<file path="src/hw/rtl/mbm_pkg.sv">
// Shared types, codes and CRC helper for the Modbus RTU master frame engine.
package mbm_pkg;

  localparam int MaxFrame = 256;
  localparam int BcntW    = $clog2(MaxFrame + 1);
  localparam int ReqLen   = 6;

  localparam logic [15:0] CrcInit = 16'hFFFF;
  localparam logic [15:0] CrcPoly = 16'hA001;

  localparam logic [7:0] FcReadHolding = 8'h03;
  localparam logic [7:0] FcReadInput   = 8'h04;
  localparam logic [7:0] FcWriteSingle = 8'h06;

  localparam logic [1:0] ReqHolding = 2'd0;
  localparam logic [1:0] ReqInput   = 2'd1;
  localparam logic [1:0] ReqWrite   = 2'd2;
  localparam logic [1:0] ReqBad     = 2'd3;

  localparam logic [2:0] StOk       = 3'd0;
  localparam logic [2:0] StTimeout  = 3'd1;
  localparam logic [2:0] StCrc      = 3'd2;
  localparam logic [2:0] StMismatch = 3'd3;
  localparam logic [2:0] StFewWords = 3'd4;

  typedef enum logic [1:0] {
    OpStart  = 2'd0,
    OpRxByte = 2'd1,
    OpEof    = 2'd2,
    OpTick   = 2'd3
  } opcode_t;

  typedef enum logic [1:0] {
    ResTx     = 2'd0,
    ResWord   = 2'd1,
    ResStatus = 2'd2,
    ResNone   = 2'd3
  } res_kind_t;

  typedef struct packed {
    logic                   is_run;
    res_kind_t              kind;
    logic [2:0]             status;
    logic [6:0]             word_index;
    logic [15:0]            word_value;
    logic [ReqLen-1:0][7:0] req_bytes;
  } res_t;

  function automatic logic [15:0] crc16_byte(logic [15:0] crc, logic [7:0] b);
    logic [15:0] c;
    c = crc ^ {8'h00, b};
    for (int i = 0; i < 8; i++) begin
      c = c[0] ? ((c >> 1) ^ CrcPoly) : (c >> 1);
    end
    return c;
  endfunction

endpackage

</file>
<file path="src/hw/rtl/mbm_core.sv">
// Input register, exchange state and per-word decode of the frame engine.
module mbm_core (
  input  logic               clk,
  input  logic               rst_n,
  input  logic               in_valid,
  output logic               in_ready,
  input  logic [1:0]         in_opcode,
  input  logic [7:0]         in_slave_id,
  input  logic [1:0]         in_request_kind,
  input  logic [15:0]        in_register_address,
  input  logic [15:0]        in_quantity_or_value,
  input  logic [7:0]         in_rx_byte,
  input  logic               cfg_valid,
  output logic               cfg_ready,
  input  logic [15:0]        cfg_response_timeout_ms,
  input  logic               sink_free,
  output logic               res_load,
  output mbm_pkg::res_t      res
);
  import mbm_pkg::*;

  // input register
  logic        s1_valid_r;
  opcode_t     s1_op_r;
  logic [7:0]  s1_id_r;
  logic [1:0]  s1_kind_r;
  logic [15:0] s1_addr_r;
  logic [15:0] s1_qv_r;
  logic [7:0]  s1_rx_r;

  // exchange state
  logic [ReqLen-1:0][7:0] req_r, req_nxt;
  logic                   waiting_r, waiting_nxt;
  logic [BcntW-1:0]       bcnt_r, bcnt_nxt;
  logic [15:0]            crc_r, crc_nxt;
  logic [2:0][7:0]        win_r, win_nxt;
  logic                   mis_r, mis_nxt;
  logic [7:0]             words_r, words_nxt;
  logic [15:0]            ticks_r, ticks_nxt;
  logic [15:0]            tmo_r;

  logic        step;
  logic        has_res;
  logic        is_write;
  logic [15:0] qty;
  logic        drop;
  logic        emit_word;
  logic [15:0] ticks_inc;
  logic [7:0]  fc;

  assign cfg_ready = 1'b1;
  assign is_write  = (req_r[1] == FcWriteSingle);
  assign qty       = {req_r[4], req_r[5]};
  assign drop      = (bcnt_r >= BcntW'(MaxFrame));
  assign emit_word = !is_write && (bcnt_r >= BcntW'(ReqLen)) && !bcnt_r[0] &&
                     ({8'h00, words_r} < qty);
  assign ticks_inc = ticks_r + 16'd1;

  always_comb begin
    case (s1_kind_r)
      ReqHolding: fc = FcReadHolding;
      ReqInput:   fc = FcReadInput;
      default:    fc = FcWriteSingle;
    endcase
  end

  always_comb begin
    req_nxt     = req_r;
    waiting_nxt = waiting_r;
    bcnt_nxt    = bcnt_r;
    crc_nxt     = crc_r;
    win_nxt     = win_r;
    mis_nxt     = mis_r;
    words_nxt   = words_r;
    ticks_nxt   = ticks_r;
    has_res     = 1'b0;
    res         = '0;
    res.kind    = ResNone;
    case (s1_op_r)
      OpStart: begin
        if (s1_kind_r != ReqBad) begin
          req_nxt     = {s1_qv_r[7:0], s1_qv_r[15:8], s1_addr_r[7:0],
                         s1_addr_r[15:8], fc, s1_id_r};
          waiting_nxt = 1'b1;
          bcnt_nxt    = '0;
          crc_nxt     = CrcInit;
          win_nxt     = '0;
          mis_nxt     = 1'b0;
          words_nxt   = '0;
          ticks_nxt   = '0;
          has_res       = 1'b1;
          res.is_run    = 1'b1;
          res.kind      = ResTx;
          res.req_bytes = req_nxt;
        end
      end
      OpRxByte: begin
        if (waiting_r && !drop) begin
          if (bcnt_r < BcntW'(ReqLen) && s1_rx_r != req_r[bcnt_r[2:0]] &&
              (is_write || bcnt_r < BcntW'(2))) begin
            mis_nxt = 1'b1;
          end
          if (emit_word) begin
            has_res        = 1'b1;
            res.kind       = ResWord;
            res.word_index = words_r[6:0];
            res.word_value = {win_r[0], win_r[1]};
            words_nxt      = words_r + 8'd1;
          end
          win_nxt  = {s1_rx_r, win_r[2], win_r[1]};
          crc_nxt  = crc16_byte(crc_r, s1_rx_r);
          bcnt_nxt = bcnt_r + BcntW'(1);
        end
      end
      OpEof: begin
        if (waiting_r) begin
          has_res     = 1'b1;
          res.kind    = ResStatus;
          waiting_nxt = 1'b0;
          if (bcnt_r < BcntW'(5)) begin
            res.status = StTimeout;
          end else if (crc_r != 16'h0000) begin
            res.status = StCrc;
          end else if (mis_r || (is_write && bcnt_r < BcntW'(8))) begin
            res.status = StMismatch;
          end else if (!is_write && ({8'h00, words_r} < qty)) begin
            res.status = StFewWords;
          end else begin
            res.status = StOk;
          end
        end
      end
      default: begin
        if (waiting_r) begin
          ticks_nxt = ticks_inc;
          if (ticks_inc >= tmo_r) begin
            has_res     = 1'b1;
            res.kind    = ResStatus;
            res.status  = StTimeout;
            waiting_nxt = 1'b0;
          end
        end
      end
    endcase
  end

  assign step     = s1_valid_r && (!has_res || sink_free);
  assign in_ready = !s1_valid_r || step;
  assign res_load = step && has_res;

  always_ff @(posedge clk) begin
    if (!rst_n) begin
      s1_valid_r <= 1'b0;
    end else if (in_ready) begin
      s1_valid_r <= in_valid;
    end
  end

  always_ff @(posedge clk) begin
    if (in_valid && in_ready) begin
      s1_op_r   <= opcode_t'(in_opcode);
      s1_id_r   <= in_slave_id;
      s1_kind_r <= in_request_kind;
      s1_addr_r <= in_register_address;
      s1_qv_r   <= in_quantity_or_value;
      s1_rx_r   <= in_rx_byte;
    end
  end

  always_ff @(posedge clk) begin
    if (step) begin
      req_r <= req_nxt;
    end
  end

  always_ff @(posedge clk) begin
    if (!rst_n) begin
      waiting_r <= 1'b0;
      bcnt_r    <= '0;
      crc_r     <= CrcInit;
      win_r     <= '0;
      mis_r     <= 1'b0;
      words_r   <= '0;
      ticks_r   <= '0;
    end else if (step) begin
      waiting_r <= waiting_nxt;
      bcnt_r    <= bcnt_nxt;
      crc_r     <= crc_nxt;
      win_r     <= win_nxt;
      mis_r     <= mis_nxt;
      words_r   <= words_nxt;
      ticks_r   <= ticks_nxt;
    end
  end

  always_ff @(posedge clk) begin
    if (!rst_n) begin
      tmo_r <= 16'd1000;
    end else if (cfg_valid && cfg_ready) begin
      tmo_r <= cfg_response_timeout_ms;
    end
  end

  a_bcnt_bound: assert property (@(posedge clk) disable iff (!rst_n)
    bcnt_r <= BcntW'(MaxFrame))
    else $error("receive count past frame limit");

  a_start_clears: assert property (@(posedge clk) disable iff (!rst_n)
    step && s1_op_r == OpStart && s1_kind_r != ReqBad |=>
      waiting_r && bcnt_r == '0 && crc_r == CrcInit && words_r == '0)
    else $error("start did not open a clean exchange");

  a_idle_hold: assert property (@(posedge clk) disable iff (!rst_n)
    step && !waiting_r && s1_op_r != OpStart |=> $stable(crc_r) && $stable(bcnt_r))
    else $error("idle event changed receive state");

  a_load_gated: assert property (@(posedge clk) disable iff (!rst_n)
    res_load |-> sink_free)
    else $error("result loaded into busy output stage");

endmodule

</file>
<file path="src/hw/rtl/mbm_txser.sv">
// Output stage: holds one word or status result or sends an eight-byte request run with its CRC.
module mbm_txser (
  input  logic          clk,
  input  logic          rst_n,
  input  logic          ld,
  input  mbm_pkg::res_t res,
  output logic          free,
  output logic          out_valid,
  input  logic          out_ready,
  output logic [1:0]    out_result_kind,
  output logic [7:0]    out_tx_byte,
  output logic [6:0]    out_word_index,
  output logic [15:0]   out_word_value,
  output logic [2:0]    out_status,
  output logic          out_last
);
  import mbm_pkg::*;

  logic                   busy_r;
  logic                   is_run_r;
  logic [2:0]             idx_r;
  logic [ReqLen-1:0][7:0] bytes_r;
  logic [15:0]            crc_r;
  res_kind_t              kind_r;
  logic [2:0]             status_r;
  logic [6:0]             windex_r;
  logic [15:0]            wvalue_r;

  logic fire;
  logic done_fire;
  logic in_body;

  assign in_body   = (idx_r < 3'(ReqLen));
  assign fire      = busy_r && out_ready;
  assign done_fire = fire && (!is_run_r || idx_r == 3'd7);
  assign free      = !busy_r || done_fire;

  assign out_valid       = busy_r;
  assign out_result_kind = is_run_r ? ResTx : kind_r;
  assign out_tx_byte     = !is_run_r ? 8'h00 :
                           in_body ? bytes_r[0] :
                           (idx_r == 3'd6) ? crc_r[7:0] : crc_r[15:8];
  assign out_word_index  = is_run_r ? 7'd0 : windex_r;
  assign out_word_value  = is_run_r ? 16'd0 : wvalue_r;
  assign out_status      = is_run_r ? 3'd0 : status_r;
  assign out_last        = is_run_r && idx_r == 3'd7;

  always_ff @(posedge clk) begin
    if (!rst_n) begin
      busy_r <= 1'b0;
    end else if (ld) begin
      busy_r <= 1'b1;
    end else if (done_fire) begin
      busy_r <= 1'b0;
    end
  end

  always_ff @(posedge clk) begin
    if (ld) begin
      is_run_r <= res.is_run;
      idx_r    <= '0;
      bytes_r  <= res.req_bytes;
      crc_r    <= CrcInit;
      kind_r   <= res.kind;
      status_r <= res.status;
      windex_r <= res.word_index;
      wvalue_r <= res.word_value;
    end else if (fire && is_run_r) begin
      idx_r <= idx_r + 3'd1;
      if (in_body) begin
        bytes_r <= {8'h00, bytes_r[ReqLen-1:1]};
        crc_r   <= crc16_byte(crc_r, bytes_r[0]);
      end
    end
  end

  a_ld_free: assert property (@(posedge clk) disable iff (!rst_n)
    ld |-> free)
    else $error("load while output stage holds a word");

  a_single_idx: assert property (@(posedge clk) disable iff (!rst_n)
    busy_r && !is_run_r |-> idx_r == 3'd0)
    else $error("single result with run index");

  a_run_end: assert property (@(posedge clk) disable iff (!rst_n)
    busy_r && is_run_r && idx_r == 3'd7 && out_ready && !ld |=> !busy_r)
    else $error("run did not end after last byte");

endmodule

</file>
<file path="src/hw/rtl/modbus_rtu_master_frame_engine.sv">
// Top level of the Modbus RTU master frame engine.
// A result is registered in the core's input register and then in the output stage.
// Throughput: one input word per cycle, except that an input with a result waits
// while the one-byte output stage is busy, such as with a start request's byte run.
// The request CRC advances one byte per sent request body byte in the output stage.
// Reset (rst_n low, synchronous): idle, timeout 1000 ticks, receive CRC 0xFFFF.
module modbus_rtu_master_frame_engine (
  input  logic        clk,
  input  logic        rst_n,
  input  logic        in_valid,
  output logic        in_ready,
  input  logic [1:0]  in_opcode,
  input  logic [7:0]  in_slave_id,
  input  logic [1:0]  in_request_kind,
  input  logic [15:0] in_register_address,
  input  logic [15:0] in_quantity_or_value,
  input  logic [7:0]  in_rx_byte,
  output logic        out_valid,
  input  logic        out_ready,
  output logic [1:0]  out_result_kind,
  output logic [7:0]  out_tx_byte,
  output logic [6:0]  out_word_index,
  output logic [15:0] out_word_value,
  output logic [2:0]  out_status,
  output logic        out_last,
  input  logic        cfg_valid,
  output logic        cfg_ready,
  input  logic [15:0] cfg_response_timeout_ms
);
  import mbm_pkg::*;

  res_t res;
  logic res_load;
  logic sink_free;

  mbm_core u_core (
    .clk                     (clk),
    .rst_n                   (rst_n),
    .in_valid                (in_valid),
    .in_ready                (in_ready),
    .in_opcode               (in_opcode),
    .in_slave_id             (in_slave_id),
    .in_request_kind         (in_request_kind),
    .in_register_address     (in_register_address),
    .in_quantity_or_value    (in_quantity_or_value),
    .in_rx_byte              (in_rx_byte),
    .cfg_valid               (cfg_valid),
    .cfg_ready               (cfg_ready),
    .cfg_response_timeout_ms (cfg_response_timeout_ms),
    .sink_free               (sink_free),
    .res_load                (res_load),
    .res                     (res)
  );

  mbm_txser u_txser (
    .clk             (clk),
    .rst_n           (rst_n),
    .ld              (res_load),
    .res             (res),
    .free            (sink_free),
    .out_valid       (out_valid),
    .out_ready       (out_ready),
    .out_result_kind (out_result_kind),
    .out_tx_byte     (out_tx_byte),
    .out_word_index  (out_word_index),
    .out_word_value  (out_word_value),
    .out_status      (out_status),
    .out_last        (out_last)
  );

endmodule
</file>
<file path="config.mk">
export PLATFORM = sky130hd
export DESIGN_NAME = modbus_rtu_master_frame_engine
export DESIGN_NICKNAME = d
export VERILOG_FILES = /design/src/hw/rtl/mbm_pkg.sv /design/src/hw/rtl/mbm_core.sv /design/src/hw/rtl/mbm_txser.sv /design/src/hw/rtl/modbus_rtu_master_frame_engine.sv
export SDC_FILE = /design/constraint.sdc
export NUM_CORES = 1
export LEC_CHECK = 0
export BUFFER_PORTS_ARGS = -buffer_cell sky130_fd_sc_hd__buf_2
export CAP_MARGIN = 20
export CORE_UTILIZATION = 60
export CTS_CLUSTER_DIAMETER = 100
export CTS_CLUSTER_SIZE = 28
export DETAILED_ROUTE_END_ITERATION = 12
export PLACE_DENSITY = 0.8
export REMOVE_ABC_BUFFERS = 1
export SETUP_SLACK_MARGIN = 0.2
export SLEW_MARGIN = 25
export SYNTH_ARGS = -nofsm -noshare
export SYNTH_HDL_FRONTEND = slang
export SYNTH_HIERARCHICAL = 1
export SYNTH_SLANG_ARGS = --single-unit
</file>
<file path="constraint.sdc">
create_clock -name clk -period 7.5 [get_ports clk]
set_input_delay 0.75 -clock clk [delete_from_list [all_inputs] [get_ports clk]]
set_output_delay 0.75 -clock clk [all_outputs]
set_load 0.01 [all_outputs]
</file>
==> metrics.cfg <==
[logic_synthesis]
yosysUniqueCellTypes = 67
ys_warn_count = 6
synth_top_area_cell = edfxtp_1
async_flop_share_pct = 0
syn_area_um2 = 13300
yosysTopAreaCellShare_pct = 38.7
synthFlopType = edfxtp_1
synth_edf_count = 172
synthCells = 1197
syn_avg_cell_area_um2 = 11.1
synth_seq_cells = 284
netlist_top_cells_area = edfxtp_1, dfxtp_1, and2_1
seq_area_frac_synth_pct = 55.6

[run_status]
status = finished, final reports clean

[die]
pin_count = 113
die_w_um = 151
core_um2 = 21800
fp-row-count = 54
die_area_um2 = 22800
start_util_pct = 61.1
die_y_um = 151

[clocking]
cts_resized = 0
h-tree-depth = 1
numClockSinks = 284
cts_hold_buf = 0
cts_root_buffer = clkbuf_16
postCtsSetupBuffers = 0
clk_latency_ps = 500
cts_tree = built
cts_buffers = 14
clock_path_buffers = 3
clk_pin_slew_ps = 110

[worst_setup_path]
crit_chain = ha_1, nand3_1, nor4_1, nand3_1, nor2_1, xor2_1, ha_1, nand4_1, nor2_1, o21ai_0, o211ai_1, nand2_1, a21oi_4, o21bai_4, buf_4
rrSetupSlack_ps = 2150
critPathBufInv = 1
crit_fanout = 35
endpoint = u_txser/bytes_r[10]
cp_slowest_cell = a21oi_4
critPathLaunch = u_core/ticks_r[0]
worstReg2RegEnd = u_txser/bytes_r[10]
criticalPathCategory = flip-flop to flip-flop
timing.rr.start = u_core/ticks_r[0]
end_kind = flip-flop
path_depth = 15
critPathArrivalTime_ps = 5490
cp.required_ps = 7640
critical-path-top-delay-family = simple AND/OR/NAND/NOR gates
critical-path-max-stage-delay_ps = 760
cp-start-kind = flip-flop
rr_worst_depth = 15

[sta]
slew_viol_final = 0
timing.fmax_ghz = 0.187
rsz0062_at_grt = false
tightest_slew_ps = 982
finalHoldViolations = 0
min_period_ps = 5350
fin_ws_ps = 2150
finalCritPeriodShare_pct = 71.3
relSlewSlack_pct = 34.5
finalClockSkew_ps = 15.7
finalSetupViolCount = 0

[global_route]
grt_max_degree = 85
globalRouteOverflowTotal = 0
grt_pass1_vias = 8472
antenna_found_initial = 0
grt_pass1_wl_mm = 43.6
grtUsageTotal_pct = 24.5

[pwr]
leakage_nw = 5.31
ir_drop_mv = 0.254
p_total_mw = 2.89
powerDensity_nw_per_um2 = 199

[routing]
postRouteAntennaNets = 0
wl_mm = 27.7
vias = 9167
viasPerCell = 5.92
first_pass_iters = 5
drtIter0Drc = 862
wl_per_cell_um = 17.9
drc = 0

[place]
dp_slack_ps = 2250
placed_cell_area_um2 = 14100
numPortBuffers = 111
dp_hpwl_mm = 18.7
placed_cells = 1525
gp_congestion = 0.884

[final_layout]
multiInputGateArea_um2 = 5490
area_delta_synth_final_pct = 8.98
final_cells = 1549
final_cell_mix = edfxtp_1, dfxtp_1, buf_2, and2_1, o21ai_0
layout_commonest_cell = edfxtp_1
diodes = 0
layout.nets = 1372
fin_area_um2 = 14500
regArea_um2 = 7410
drive_gt1_share_pct = 16.0
nFillCells = 1656

[flow_run]
maxCapViolations = 0

[min_path]
hold_path_class = input port to flip-flop

==> state kept, by name, summed over array words and instances, names as in the netlist, 3 cells and up <==
signal and cells:
u_core/ticks_r 16, u_core/s1_qv_r 16, u_txser/status_r 3, u_txser/crc_r 16, u_core/qty 16, u_txser/windex_r 7
u_core/tmo_r 16, u_core/crc_r 16, u_core/win_r 24, u_core/s1_id_r 8, u_core/words_r 8, u_txser/wvalue_r 16
u_core/req_r 27, u_core/s1_addr_r 16, u_txser/idx_r 3, u_core/bcnt_r 9, u_txser/bytes_r 48, u_core/s1_rx_r 8
==> stage by stage <==
step	hold WS, ps	util (%)	setup TNS [ps]
final	418	66.6	0
after detailed placement	425	64.5	0
after floorplan	417	-	-73060
after global routing	398	66.6	0
after global placement	424	64.4	0
after CTS	408	66.4	0
==> worst min path at each step <==
stage                                       start                   end  slack, ps  cells after the start
after floorplan                 u_core/s1_qv_r[0]         u_core/qty[0]        420                      0
after global placement          u_core/s1_qv_r[4]         u_core/qty[4]        420                      0
after detailed placement        u_core/s1_qv_r[0]         u_core/qty[0]        420                      0
after CTS                 in_register_address[14]  u_core/s1_addr_r[14]        410                      1
after global routing               in_slave_id[6]     u_core/s1_id_r[6]        400                      1
final                              in_slave_id[5]     u_core/s1_id_r[5]        420                      1
==> logic make-up (layout without fill, tap and decap cells) <==
group / Yosys count / after routing / synth area share [%]
adder cells (fa/ha/maj): 37 / 37 / 3.47
AND/OR/NAND/NOR: 355 / 355 / 14.1
XOR/XNOR: 62 / 62 / 4.50
flip-flops: 284 / 284 / 55.6
multiplexers: 75 / 75 / 6.29
buffers and inverters: 125 / 193 / 3.91
other: 2 / 6 / 0.0563
AO/OA/AOI/OAI: 257 / 257 / 12.2
==> worst register-to-register path, delay by kind of cell, from the launching register on <==
kind                     cells  cell delay (ps)
AND/OR/NAND/NOR              7             1680
AO/OA/AOI/OAI                4             1640
adder cells (fa/ha/maj)      2              570
buffers and inverters        1              540
flip-flops                   1              440
XOR/XNOR                     1              100
==> cells in the mapped netlist (3+ instances only) <==
library cell and instances:
or3_1 5, o21a_1 7, o2111ai_1 4, and3_1 6, inv_1 42, clkbuf_1 57
xor2_1 18, ha_1 37, nand3_1 57, a211oi_1 11, buf_1 4, a21boi_0 13
o22a_1 6, or4_1 6, a211o_1 3, a21oi_1 66, o2bb2ai_1 6, mux4_2 3
xnor2_1 40, nor2b_1 41, and2_1 77, a31oi_1 13, nor2_1 64, o21ai_0 74
o31ai_1 15, buf_4 9, nor4_1 18, o211ai_1 18, nand4_1 12, mux2i_1 32
nor3_1 8, buf_2 9, dfxtp_1 112, mux2_2 40, edfxtp_1 172, nand2_1 50
==> report_power, final <==
part           internal, mW  switching (mW)  total [mW]
Sequential             1.71          0.0397        1.75
Clock                 0.383           0.483       0.866
Combinational         0.134           0.144       0.278
Total                  2.23           0.667        2.89
==> final cells by class <==
type,instances,share of cell area [%]
flip-flops and latches,284,51.0
multi-input cells,792,37.8
repair buffers,125,4.71
clock buffers,21,2.74
well taps,280,2.41
inverters,45,1.16
clock inverters,2,0.198
==> metal layers <==
layer / GRT usage [%] / vias to the layer above / part of all wire (%) / wire [um]
met5: 0 / - / 0 / 0
met1: 34.7 / 4371 / 44 / 12100
met3: 3.64 / 57 / 6.1 / 1680
met2: 38.3 / 308 / 47 / 12900
met4: 9.30 / 0 / 3.4 / 929
li1: - / 4431 / - / -
Note: power is estimated with default switching activity, not from simulation.
